`src/sv/d4w_pkg.sv`:
```
// ----------------------------------------------------------------------------
// d4w_pkg
// Shared types, widths and filter taps of the D4 forward wavelet level.
// ----------------------------------------------------------------------------
package d4w_pkg;

  localparam int MAX_BLOCK_DEF   = 64;
  localparam int SAMPLE_BITS_DEF = 16;

  localparam int HW_W   = 6;
  localparam int POS_W  = 5;
  localparam int COEF_W = 17;
  localparam int TAP_W  = 16;

  localparam int HW_RESET  = 32;
  localparam int COEF_MAX  = 65535;
  localparam int COEF_MIN  = -65536;
  localparam int RND_BIAS  = 16384;
  localparam int FRAC_BITS = 15;

  // D4 taps in Q1.15
  localparam logic signed [TAP_W-1:0] TAP0 = 16'sd15826;
  localparam logic signed [TAP_W-1:0] TAP1 = 16'sd27411;
  localparam logic signed [TAP_W-1:0] TAP2 = 16'sd7345;
  localparam logic signed [TAP_W-1:0] TAP3 = -16'sd4240;

  typedef enum logic [1:0] {
    ST_FILL,
    ST_PRIME,
    ST_RUN
  } state_t;

  typedef struct packed {
    logic             valid;
    logic             prime;
    logic             detail;
    logic [POS_W-1:0] pos;
    logic             last;
  } issue_t;

  // tap k of the smooth or the detail filter
  function automatic logic signed [TAP_W-1:0] tap(input logic detail, input logic [1:0] k);
    logic signed [TAP_W-1:0] t;
    t = TAP0;
    case ({detail, k})
      3'b000:  t = TAP0;
      3'b001:  t = TAP1;
      3'b010:  t = TAP2;
      3'b011:  t = TAP3;
      3'b100:  t = TAP3;
      3'b101:  t = -TAP2;
      3'b110:  t = TAP1;
      3'b111:  t = -TAP0;
      default: t = TAP0;
    endcase
    return t;
  endfunction

endpackage

```
`src/sv/d4_wavelet_forward_level_top.sv`:
```
// ----------------------------------------------------------------------------
// d4_wavelet_forward_level_top
// One level of the Daubechies D4 forward wavelet transform over sample blocks.
// ----------------------------------------------------------------------------
// Samples of a block of 2*half_width are written one per cycle into two
// sample banks (even and odd indices). After the final sample the block is
// read back one sample pair per cycle while downstream does not stall: one
// priming read, then 2*half_width reads, each giving one coefficient, smooth
// ones first, then detail, with last on the final detail. Loading and compute
// do not overlap, and compute is limited by the single pair read per cycle
// from the banks. Input is stalled during compute. A coefficient passes the
// bank read, product, sum and output registers after its read; downstream
// stall freezes the filter pipeline. half_width resets to 32, a 0 acts as 1,
// values above MAX_BLOCK/2 act as MAX_BLOCK/2, and a write discards any partial block.
// ----------------------------------------------------------------------------
module d4_wavelet_forward_level_top #(
  parameter int MAX_BLOCK   = d4w_pkg::MAX_BLOCK_DEF,
  parameter int SAMPLE_BITS = d4w_pkg::SAMPLE_BITS_DEF
) (
  input  logic                                clk,
  input  logic                                rst,
  input  logic                                cfg_we,
  input  logic [d4w_pkg::HW_W-1:0]            cfg_data,
  input  logic                                in_valid,
  output logic                                in_stall,
  input  logic signed [SAMPLE_BITS-1:0]       sample,
  output logic                                out_valid,
  input  logic                                out_stall,
  output logic signed [d4w_pkg::COEF_W-1:0]   coefficient,
  output logic                                is_detail,
  output logic [d4w_pkg::POS_W-1:0]           position,
  output logic                                last
);

  localparam int BANK_DEPTH = MAX_BLOCK / 2;
  localparam int PAIR_AW    = (BANK_DEPTH > 1) ? $clog2(BANK_DEPTH) : 1;

  logic                          adv;
  logic                          wr_en_even, wr_en_odd;
  logic [PAIR_AW-1:0]            wr_addr;
  logic                          rd_en;
  logic [PAIR_AW-1:0]            rd_addr;
  d4w_pkg::issue_t               issue;
  logic signed [SAMPLE_BITS-1:0] rd_even, rd_odd;

  d4w_ctrl #(
    .MAX_BLOCK (MAX_BLOCK),
    .PAIR_AW   (PAIR_AW)
  ) u_ctrl (
    .clk        (clk),
    .rst        (rst),
    .cfg_we     (cfg_we),
    .cfg_data   (cfg_data),
    .in_valid   (in_valid),
    .in_stall   (in_stall),
    .adv        (adv),
    .wr_en_even (wr_en_even),
    .wr_en_odd  (wr_en_odd),
    .wr_addr    (wr_addr),
    .rd_en      (rd_en),
    .rd_addr    (rd_addr),
    .issue      (issue)
  );

  d4w_bank #(
    .DEPTH (BANK_DEPTH),
    .AW    (PAIR_AW),
    .DW    (SAMPLE_BITS)
  ) u_bank_even (
    .clk   (clk),
    .we    (wr_en_even),
    .waddr (wr_addr),
    .wdata (sample),
    .re    (rd_en),
    .raddr (rd_addr),
    .rdata (rd_even)
  );

  d4w_bank #(
    .DEPTH (BANK_DEPTH),
    .AW    (PAIR_AW),
    .DW    (SAMPLE_BITS)
  ) u_bank_odd (
    .clk   (clk),
    .we    (wr_en_odd),
    .waddr (wr_addr),
    .wdata (sample),
    .re    (rd_en),
    .raddr (rd_addr),
    .rdata (rd_odd)
  );

  d4w_mac #(
    .SAMPLE_BITS (SAMPLE_BITS)
  ) u_mac (
    .clk         (clk),
    .rst         (rst),
    .issue       (issue),
    .rd_even     (rd_even),
    .rd_odd      (rd_odd),
    .adv         (adv),
    .out_valid   (out_valid),
    .out_stall   (out_stall),
    .coefficient (coefficient),
    .is_detail   (is_detail),
    .position    (position),
    .last        (last)
  );

endmodule

```
`src/sv/d4w_bank.sv`:
```
// ----------------------------------------------------------------------------
// d4w_bank
// Sample bank: one write port, one registered read port.
// ----------------------------------------------------------------------------
module d4w_bank #(
  parameter int DEPTH = d4w_pkg::MAX_BLOCK_DEF / 2,
  parameter int AW    = 5,
  parameter int DW    = d4w_pkg::SAMPLE_BITS_DEF
) (
  input  logic          clk,
  input  logic          we,
  input  logic [AW-1:0] waddr,
  input  logic [DW-1:0] wdata,
  input  logic          re,
  input  logic [AW-1:0] raddr,
  output logic [DW-1:0] rdata
);

  logic [DW-1:0] mem [DEPTH];

  always_ff @(posedge clk) begin
    if (we) begin
      mem[waddr] <= wdata;
    end
  end

  always_ff @(posedge clk) begin
    if (re) begin
      rdata <= mem[raddr];
    end
  end

endmodule

```
`src/sv/d4w_ctrl.sv`:
```
// ----------------------------------------------------------------------------
// d4w_ctrl
// Block fill counter, half_width register and read sequencer.
// ----------------------------------------------------------------------------
module d4w_ctrl #(
  parameter int MAX_BLOCK = d4w_pkg::MAX_BLOCK_DEF,
  parameter int PAIR_AW   = 5
) (
  input  logic                      clk,
  input  logic                      rst,
  input  logic                      cfg_we,
  input  logic [d4w_pkg::HW_W-1:0]  cfg_data,
  input  logic                      in_valid,
  output logic                      in_stall,
  input  logic                      adv,
  output logic                      wr_en_even,
  output logic                      wr_en_odd,
  output logic [PAIR_AW-1:0]        wr_addr,
  output logic                      rd_en,
  output logic [PAIR_AW-1:0]        rd_addr,
  output d4w_pkg::issue_t           issue
);

  localparam logic [d4w_pkg::HW_W-1:0] HALF_MAX = d4w_pkg::HW_W'(MAX_BLOCK / 2);
  localparam logic [d4w_pkg::HW_W-1:0] HW_ONE   = d4w_pkg::HW_W'(1);

  d4w_pkg::state_t                state, state_next;
  logic [d4w_pkg::HW_W-1:0]       half_width;
  logic [PAIR_AW-1:0]             fill_pair;
  logic                           fill_odd;
  logic [d4w_pkg::POS_W-1:0]      idx;
  logic                           pass;

  logic [d4w_pkg::HW_W-1:0]       hw_eff;
  logic                           accept;
  logic                           fill_done;
  logic                           step_last;
  logic [d4w_pkg::POS_W-1:0]      idx_inc;

  always_comb begin
    if (half_width == '0) begin
      hw_eff = HW_ONE;
    end else if (half_width > HALF_MAX) begin
      hw_eff = HALF_MAX;
    end else begin
      hw_eff = half_width;
    end
  end

  assign accept    = in_valid && (state == d4w_pkg::ST_FILL);
  assign fill_done = accept && fill_odd &&
                     (d4w_pkg::HW_W'(fill_pair) + HW_ONE == hw_eff);
  assign idx_inc   = idx + d4w_pkg::POS_W'(1);
  assign step_last = (d4w_pkg::HW_W'(idx) + HW_ONE == hw_eff);

  always_comb begin
    state_next = state;
    case (state)
      d4w_pkg::ST_FILL: begin
        if (fill_done) begin
          state_next = d4w_pkg::ST_PRIME;
        end
      end
      d4w_pkg::ST_PRIME: begin
        if (adv) begin
          state_next = d4w_pkg::ST_RUN;
        end
      end
      d4w_pkg::ST_RUN: begin
        if (adv && step_last && pass) begin
          state_next = d4w_pkg::ST_FILL;
        end
      end
      default: state_next = d4w_pkg::ST_FILL;
    endcase
  end

  always_comb begin
    in_stall     = (state != d4w_pkg::ST_FILL);
    wr_en_even   = accept && !fill_odd;
    wr_en_odd    = accept && fill_odd;
    wr_addr      = fill_pair;
    rd_en        = 1'b0;
    rd_addr      = '0;
    issue        = '0;
    issue.pos    = idx;
    issue.detail = pass;
    case (state)
      d4w_pkg::ST_PRIME: begin
        rd_en       = adv;
        issue.valid = adv;
        issue.prime = 1'b1;
      end
      d4w_pkg::ST_RUN: begin
        rd_en       = adv;
        rd_addr     = step_last ? '0 : idx_inc[PAIR_AW-1:0];
        issue.valid = adv;
        issue.last  = pass && step_last;
      end
      default: begin
      end
    endcase
  end

  always_ff @(posedge clk) begin
    if (rst) begin
      state      <= d4w_pkg::ST_FILL;
      half_width <= d4w_pkg::HW_W'(d4w_pkg::HW_RESET);
      fill_pair  <= '0;
      fill_odd   <= 1'b0;
      idx        <= '0;
      pass       <= 1'b0;
    end else begin
      state <= state_next;
      if (cfg_we) begin
        half_width <= cfg_data;
        fill_pair  <= '0;
        fill_odd   <= 1'b0;
      end else if (accept) begin
        fill_odd <= !fill_odd;
        if (fill_odd) begin
          fill_pair <= fill_done ? '0 : fill_pair + PAIR_AW'(1);
        end
      end
      if (state == d4w_pkg::ST_RUN && adv) begin
        if (step_last) begin
          idx  <= '0;
          pass <= !pass;
        end else begin
          idx <= idx_inc;
        end
      end
    end
  end

endmodule

```
`src/sv/d4w_mac.sv`:
```
// ----------------------------------------------------------------------------
// d4w_mac
// Four-tap filter pipeline: products, sum, round and clamp, output register.
// ----------------------------------------------------------------------------
module d4w_mac #(
  parameter int SAMPLE_BITS = d4w_pkg::SAMPLE_BITS_DEF
) (
  input  logic                                    clk,
  input  logic                                    rst,
  input  d4w_pkg::issue_t                         issue,
  input  logic signed [SAMPLE_BITS-1:0]           rd_even,
  input  logic signed [SAMPLE_BITS-1:0]           rd_odd,
  output logic                                    adv,
  output logic                                    out_valid,
  input  logic                                    out_stall,
  output logic signed [d4w_pkg::COEF_W-1:0]       coefficient,
  output logic                                    is_detail,
  output logic [d4w_pkg::POS_W-1:0]               position,
  output logic                                    last
);

  localparam int PROD_W = SAMPLE_BITS + d4w_pkg::TAP_W;
  localparam int ACC_W  = SAMPLE_BITS + d4w_pkg::TAP_W + 2;
  localparam int Q_W    = ACC_W - d4w_pkg::FRAC_BITS;
  localparam int SAT_W  = (Q_W > d4w_pkg::COEF_W) ? Q_W : d4w_pkg::COEF_W;
  localparam logic signed [SAT_W-1:0] SAT_HI = SAT_W'(d4w_pkg::COEF_MAX);
  localparam logic signed [SAT_W-1:0] SAT_LO = SAT_W'(d4w_pkg::COEF_MIN);
  localparam logic signed [ACC_W-1:0] RND    = ACC_W'(d4w_pkg::RND_BIAS);

  d4w_pkg::issue_t               s1, s2, s3;
  logic signed [SAMPLE_BITS-1:0] prev_even, prev_odd;
  logic signed [SAMPLE_BITS-1:0] win [4];
  logic signed [PROD_W-1:0]      prod [4];
  logic signed [ACC_W-1:0]       sum;
  logic signed [ACC_W-1:0]       rounded;
  logic signed [Q_W-1:0]         q;
  logic signed [SAT_W-1:0]       q_ext;
  logic signed [d4w_pkg::COEF_W-1:0] coef_sat;

  assign adv = !out_valid || !out_stall;

  assign win[0] = prev_even;
  assign win[1] = prev_odd;
  assign win[2] = rd_even;
  assign win[3] = rd_odd;

  assign rounded = sum + RND;
  assign q       = $signed(rounded[ACC_W-1:d4w_pkg::FRAC_BITS]);
  assign q_ext   = SAT_W'(q);

  always_comb begin
    if (q_ext > SAT_HI) begin
      coef_sat = d4w_pkg::COEF_W'(d4w_pkg::COEF_MAX);
    end else if (q_ext < SAT_LO) begin
      coef_sat = d4w_pkg::COEF_W'(d4w_pkg::COEF_MIN);
    end else begin
      coef_sat = q_ext[d4w_pkg::COEF_W-1:0];
    end
  end

  always_ff @(posedge clk) begin
    if (rst) begin
      s1.valid  <= 1'b0;
      s2.valid  <= 1'b0;
      s3.valid  <= 1'b0;
      out_valid <= 1'b0;
    end else if (adv) begin
      s1        <= issue;
      s2        <= '{valid:  s1.valid && !s1.prime,
                     prime:  s1.prime,
                     detail: s1.detail,
                     pos:    s1.pos,
                     last:   s1.last};
      s3        <= s2;
      out_valid <= s3.valid;
    end
  end

  always_ff @(posedge clk) begin
    if (adv) begin
      if (s1.valid) begin
        prev_even <= rd_even;
        prev_odd  <= rd_odd;
        for (int k = 0; k < 4; k++) begin
          prod[k] <= PROD_W'(win[k]) * PROD_W'(d4w_pkg::tap(s1.detail, 2'(k)));
        end
      end
      sum <= ACC_W'(prod[0]) + ACC_W'(prod[1]) + ACC_W'(prod[2]) + ACC_W'(prod[3]);
      coefficient <= coef_sat;
      is_detail   <= s3.detail;
      position    <= s3.pos;
      last        <= s3.last;
    end
  end

endmodule
```
`config.mk`:
```
export PLATFORM = sky130hd
export DESIGN_NAME = d4_wavelet_forward_level_top
export DESIGN_NICKNAME = d
export VERILOG_FILES = /design/src/sv/d4w_pkg.sv /design/src/sv/d4_wavelet_forward_level_top.sv /design/src/sv/d4w_bank.sv /design/src/sv/d4w_ctrl.sv /design/src/sv/d4w_mac.sv
export SDC_FILE = /design/constraint.sdc
export NUM_CORES = 2
export LEC_CHECK = 0
export ABC_AREA = 1
export BUFFER_PORTS_ARGS = -buffer_cell sky130_fd_sc_hd__buf_2
export CORE_ASPECT_RATIO = 1.25
export CORE_MARGIN = 8
export CORE_UTILIZATION = 45
export DETAILED_ROUTE_END_ITERATION = 10
export HOLD_SLACK_MARGIN = 0.06
export SLEW_MARGIN = 40
export SYNTH_ARGS = -nofsm -noshare
export SYNTH_HDL_FRONTEND = slang
export SYNTH_SLANG_ARGS = --single-unit
```
`constraint.sdc`:
```
create_clock -name clk -period 23.4 [get_ports clk]
set_input_delay 1.17 -clock clk [delete_from_list [all_inputs] [get_ports clk]]
set_output_delay 1.17 -clock clk [all_outputs]
set_load 0.1 [all_outputs]
```
After elaboration in Yosys (flattened, before gate mapping)
Memory sizes are Yosys's and may differ from the RTL's. A register that Yosys moved wholly into a read port is not among the register bits.
Index checks and enable logic that the tools add are counted.
Operators by class
  bitwise logic cells: 2
  magnitude comparators: 3
  $add $sub $neg: 8
  multiplexer cells: 32
  divide/modulo/power cells: 0
  reduce and logical (&&, ||, !) cells: 25
  eq/ne operators: 7
  shifts and indexed selects: 0
  multiply operators: 4
Operators by type and width (count)
  $mul 16x16->32: 4
  $mux 16: 8
  $pmux 16 s2: 4
  $add 33x32->34: 1
  $add 34x16->34 const B: 1
  $add 34x32->34: 1
  $add 32x32->33: 1
  $gt 19x17->1 const B: 1
  $lt 19x17->1 const B: 1
  $mux 17: 1
  $mux 5: 3
  $add 5x1->6 const B: 2
  $eq 6x6->1: 2
  $mux 6: 2
  $add 5x1->5 const B: 2
  $mux 1: 10
  $logic_and 1x1->1: 9
  $reduce_and 2->1: 4
  $gt 6x6->1 const B: 1
  $logic_not 6->1: 1
  $mux 2: 3
  $ne 2x1->1 const B: 3
  $pmux 2 s3: 1
  $logic_not 1->1: 5
  8 further kinds: 10
Word-level totals
  memory bits (writable): 1152
  logic and storage cells: 111
  input bits: 27
  memories kept: 3
  register bits after elaboration: 136
  memory bits (read-only): 0
  latch bits: 0
Memory list
  u_bank_even.mem: words 32, width 16, rd ports 1, clocked after Yosys merged registers in 1, write ports 1, line d4w_bank.sv:19  | logic [DW-1:0] mem [DEPTH];
  u_bank_odd.mem: words 32, width 16, rd ports 1, clocked after Yosys merged registers in 1, write ports 1, line d4w_bank.sv:19
  u_mac.prod: words 4, width 32, rd ports 4, clocked after Yosys merged registers in 0, write ports 4, line d4w_mac.sv:33  | logic signed [PROD_W-1:0] prod [4];

Depth between registers and ports, before layout
  word-level depth: 8
  depth in mapped cells: 27
  mapped depth without buffers: 25

Hierarchy
A second synthesis with hierarchy kept.
Unflattened totals
  cell total of the unflattened synthesis: 8246
  area, all modules: 84946.5 um2
By module, submodules not included
  d4w_bank: area an instance 21461.8 um2, sequential area each 15855.2 um2, instances 2, cells each 1794
  d4w_mac: area an instance 40690.3 um2, sequential area each 6776.5 um2, instances 1, cells each 4443
  d4w_ctrl: area an instance 1332.5 um2, sequential area each 400.4 um2, instances 1, cells each 215

Worst setup path before layout
OpenSTA, ideal clock, no wires.
  path type: input to register
  from: in out_stall
  to: reg u_mac.prev_even[0] (enable)
  required time: 22724 ps
  data arrival time: 9153 ps
  path slack: 13571 ps
  path buffers: 0
  stages on the path: 3
  setup time: 676 ps
  path through: nand2_1 > inv_1 > nor2_1
Between the ends
  word-level cells in the longest chain between the ends: 3
RTL lines
  start, declared: line d4_wavelet_forward_level_top.sv:28  | input logic out_stall,
  $logic_not 1->1: line d4w_mac.sv:40  | assign adv = !out_valid || !out_stall;
  $logic_or 1x1->1: line d4w_mac.sv:40
  $reduce_and 2->1 (no line)
  end signal, assigned: line d4w_mac.sv:82  | prev_even <= rd_even;
  end, declared: line d4w_mac.sv:31  | logic signed [SAMPLE_BITS-1:0] prev_even, prev_odd;
Every way passes these cells.
A chain may end at the register's enable or synchronous reset.

==> results by group <==
Logic synthesis
  • Mux cell area share after synthesis: 0%
  • Mapped Cells: 8,481
  • Post-synth ARST share: 0%
  • Synth Area in Compound Gates: 2.38%
  • Adder-Cell Fraction of Synth Area: 24.6%
  • Netlist cell types: 44
  • Top post-synthesis cells by area: edfxtp_1 44%, fa_1 18%, inv_1 9.4%, ha_1 6.6%, nand3_1 5.5%
  • Register area share after synthesis: 44.7%
  • Top cells by count, synth: 2,185 x inv_1, 1,279 x edfxtp_1, 1,036 x nand2_1, 953 x nand3_1, 783 x fa_1
  • FF+latch count, synth: 1,303
  • EDFF count, synth: 1,279
  • Largest family of logic cells by synthesized area: adder cells
  • YS warnings: 0
  • Primary FF master, synth: edfxtp_1
  • Synth top area share: 44.1%
  • Simple-Gate Fraction of Synth Area: 15.2%
  • Synthesized area per cell: 10.3 sq um
  • XOR/XNOR Fraction of Synth Area: 1.74%
  • Dominant cell by count in the synthesized netlist: inv_1
  • Cell area after synthesis: 87,100 sq um
  • Area leader, netlist: edfxtp_1

Routing
  • Routed vias/inst: 5.24
  • Iter 0 DRT Violations: 4,558
  • Routed Wire Length: 232,000 microns
  • Routed vias: 58,300
  • Post-DRT Antenna Nets: 0
  • Routed len/inst: 20.8 microns
  • Drt first pass iters: 6
  • Remaining routing DRC violations: 0

Clocking
  • H-tree depth: 4
  • Clk pin slew, worst setup/hold paths: 60 ps
  • Num Clock Sinks: 1,303
  • Setup bufs post-CTS: 0
  • Total CTS buffers: 140
  • # hold bufs at CTS: 0
  • TritonCTS clock tree: yes
  • Post-cts repair resize count: 0
  • Clk Latency, worst-skew pair: 790 ps
  • Clk root buf: clkbuf_16
  • Clk buf depth: 3

Critical path
  • CP Class: flip-flop to flip-flop
  • Critical Path Sink Type: flip-flop
  • Worst flop-to-flop path startpoint: u_mac.s1[6]
  • Crit-path max FO: 56
  • CP Launch Type: flip-flop
  • Reg2reg setup slack: 16,250 ps
  • Critical Path RT: 23,910 ps
  • Critical R2R Capture: u_mac.prod[0][29]
  • Reg2Reg Depth: 22
  • Crit path DAT: 7660 ps

Timing
  • Unrepaired setup endpoints after global routing: false
  • Slew HR: 32.7%
  • Final hold vios: 0
  • Fin crit period: 7150 ps
  • Final Max Tran Viols: 0
  • Worst slew pin tran: 1010 ps
  • Skew final: 51.6 ps
  • Endpoints failing setup: 0
  • Setup tns final: 0 ps
  • Final period util: 30.6%
  • Fmax: 140 MHz

Layout
  • Layout area overhead: 8.97%
  • Final-layout fill cell count: 17,300
  • Nets: 9,746
  • Share of layout cells above drive strength 1: 4.90%

Global routing
  • Initial antenna violation count: 5
  • Largest net degree at the start of global routing: 176
  • GR Overflow Total: 0
  • Global-route wire length before repair: 356,000 microns
  • Vias in the first global route: 59,900
  • Overall Global Routing Usage: 22.0%

Floorplan
  • Initial Utilization: 45.3%
  • Die height: 508 microns
  • Row cnt: 180
  • I/O pins: 53
  • Die W: 409 microns
  • Die area: 208,000 sq um
  • Core area: 192,000 sq um

Hold path
  • Worst min path class: flip-flop to flip-flop
  • WHS Endpoint: u_mac.s3[6]
  • Hold wc startpoint: u_mac.s2[6]
  • Hold Crit Depth: 0

Flow run
  • Max-cap violation count: 0

Placement
  • Post-DP HPWL: 159,000 microns
  • Port Buffer Count: 52
  • Final GP Congestion: 0.896

Status
  • Status: finished, final reports clean
critical path: stages (launching register included):
cell and delay (ps):
edfxtp_1 340, buf_4 530, inv_1 420, buf_4 340, nand2_1 170, inv_1 110
fa_1 490, fa_1 560, fa_1 440, fa_1 490, inv_1 50, fa_1 470
inv_1 40, ha_1 260, ha_1 370, nand2_1 90, nor2_1 150, nand4_1 90
o21ai_0 390, a21oi_1 200, o21ai_0 400, a21oi_1 150, xor2_1 160
state kept, by name (all words and copies together) (netlist names), 6 cells and up:
register and flops:
u_bank_even.mem 512, u_bank_odd.mem 512, u_mac.prod 125, u_mac.sum 20
u_mac.coefficient 17, u_bank_even.rdata 16, u_bank_odd.rdata 16, u_mac.prev_even 16
u_mac.prev_odd 16, u_mac.s1 9, u_mac.s2 8, u_mac.s3 8
u_ctrl.half_width 6
cell type report:
class / count / area, sq um / share of cell area [%]
Antenna cell: 2 / 5.00 / 0.00527
Clock inverter: 85 / 912 / 0.961
Sequential cell: 1303 / 38900 / 41.0
Timing Repair Buffer: 189 / 1550 / 1.63
Tap cell: 2548 / 3190 / 3.36
Multi-Input combinational cell: 4652 / 38500 / 40.6
Clock buffer: 161 / 3600 / 3.80
Inverter: 2188 / 8230 / 8.68
routing by layer:
layer  global-route usage, %  share of wire [%]
met1                    27.2                 39
met2                    39.4                 52
met3                    3.01                5.2
met4                    7.84                3.7
met5                       0              0.020
worst max-delay path by stage:
stage | startpoint | to | slack (ps) | cells past startpoint
floorplan | out_stall | u_mac.prev_even[0] | 13570 | 3
global placement | u_mac.prev_odd[15] | u_mac.prod[1][30] | 16400 | 21
detailed placement | u_mac.s1[6] | u_mac.prod[0][31] | 16270 | 22
CTS | u_mac.prev_odd[15] | u_mac.prod[1][28] | 16200 | 21
global route | u_mac.s1[6] | u_mac.prod[0][31] | 15820 | 22
finish | u_mac.s1[6] | u_mac.prod[0][29] | 16250 | 22
cells by family (layout without fill, tap and decap cells):
family | after synthesis | count (layout)
buffers and inverters | 2559 | 2623
XOR/XNOR | 173 | 173
flip-flops | 1303 | 1303
adder cells (fa/ha/maj) | 1245 | 1245
AND/OR/NAND/NOR | 2828 | 2828
other | 2 | 37
AO/OA/AOI/OAI | 371 | 371
layout by cell type (no fill, tap or decap), types with 109 or more instances in the layout:
cell type / n
edfxtp_1: 1279
ha_1: 461
nand2_1: 1035
clkbuf_16: 141
nor2_1: 257
inv_1: 2182
xor2_1: 109
a21oi_1: 174
nand3_1: 951
fa_1: 783
o21ai_0: 114
nand4_1: 529
metrics by stage:
stage / worst slack [ps] / hold WS [ps] / area (sq um) / util [%] / cells
after global placement: 16400 / 402 / 90100 / 46.9 / 10900
after CTS: 16200 / 418 / 94700 / 49.2 / 11100
after detailed placement: 16270 / 405 / 90200 / 46.9 / 10900
final: 16250 / 416 / 94900 / 49.3 / 11100
after floorplan: 13570 / 400 / 87200 / - / 8514
after global routing: 15820 / 422 / 94900 / 49.3 / 11100
Power is not shown: default switching activity piles up to over one toggle a cycle in this logic, so the estimate is an artifact.
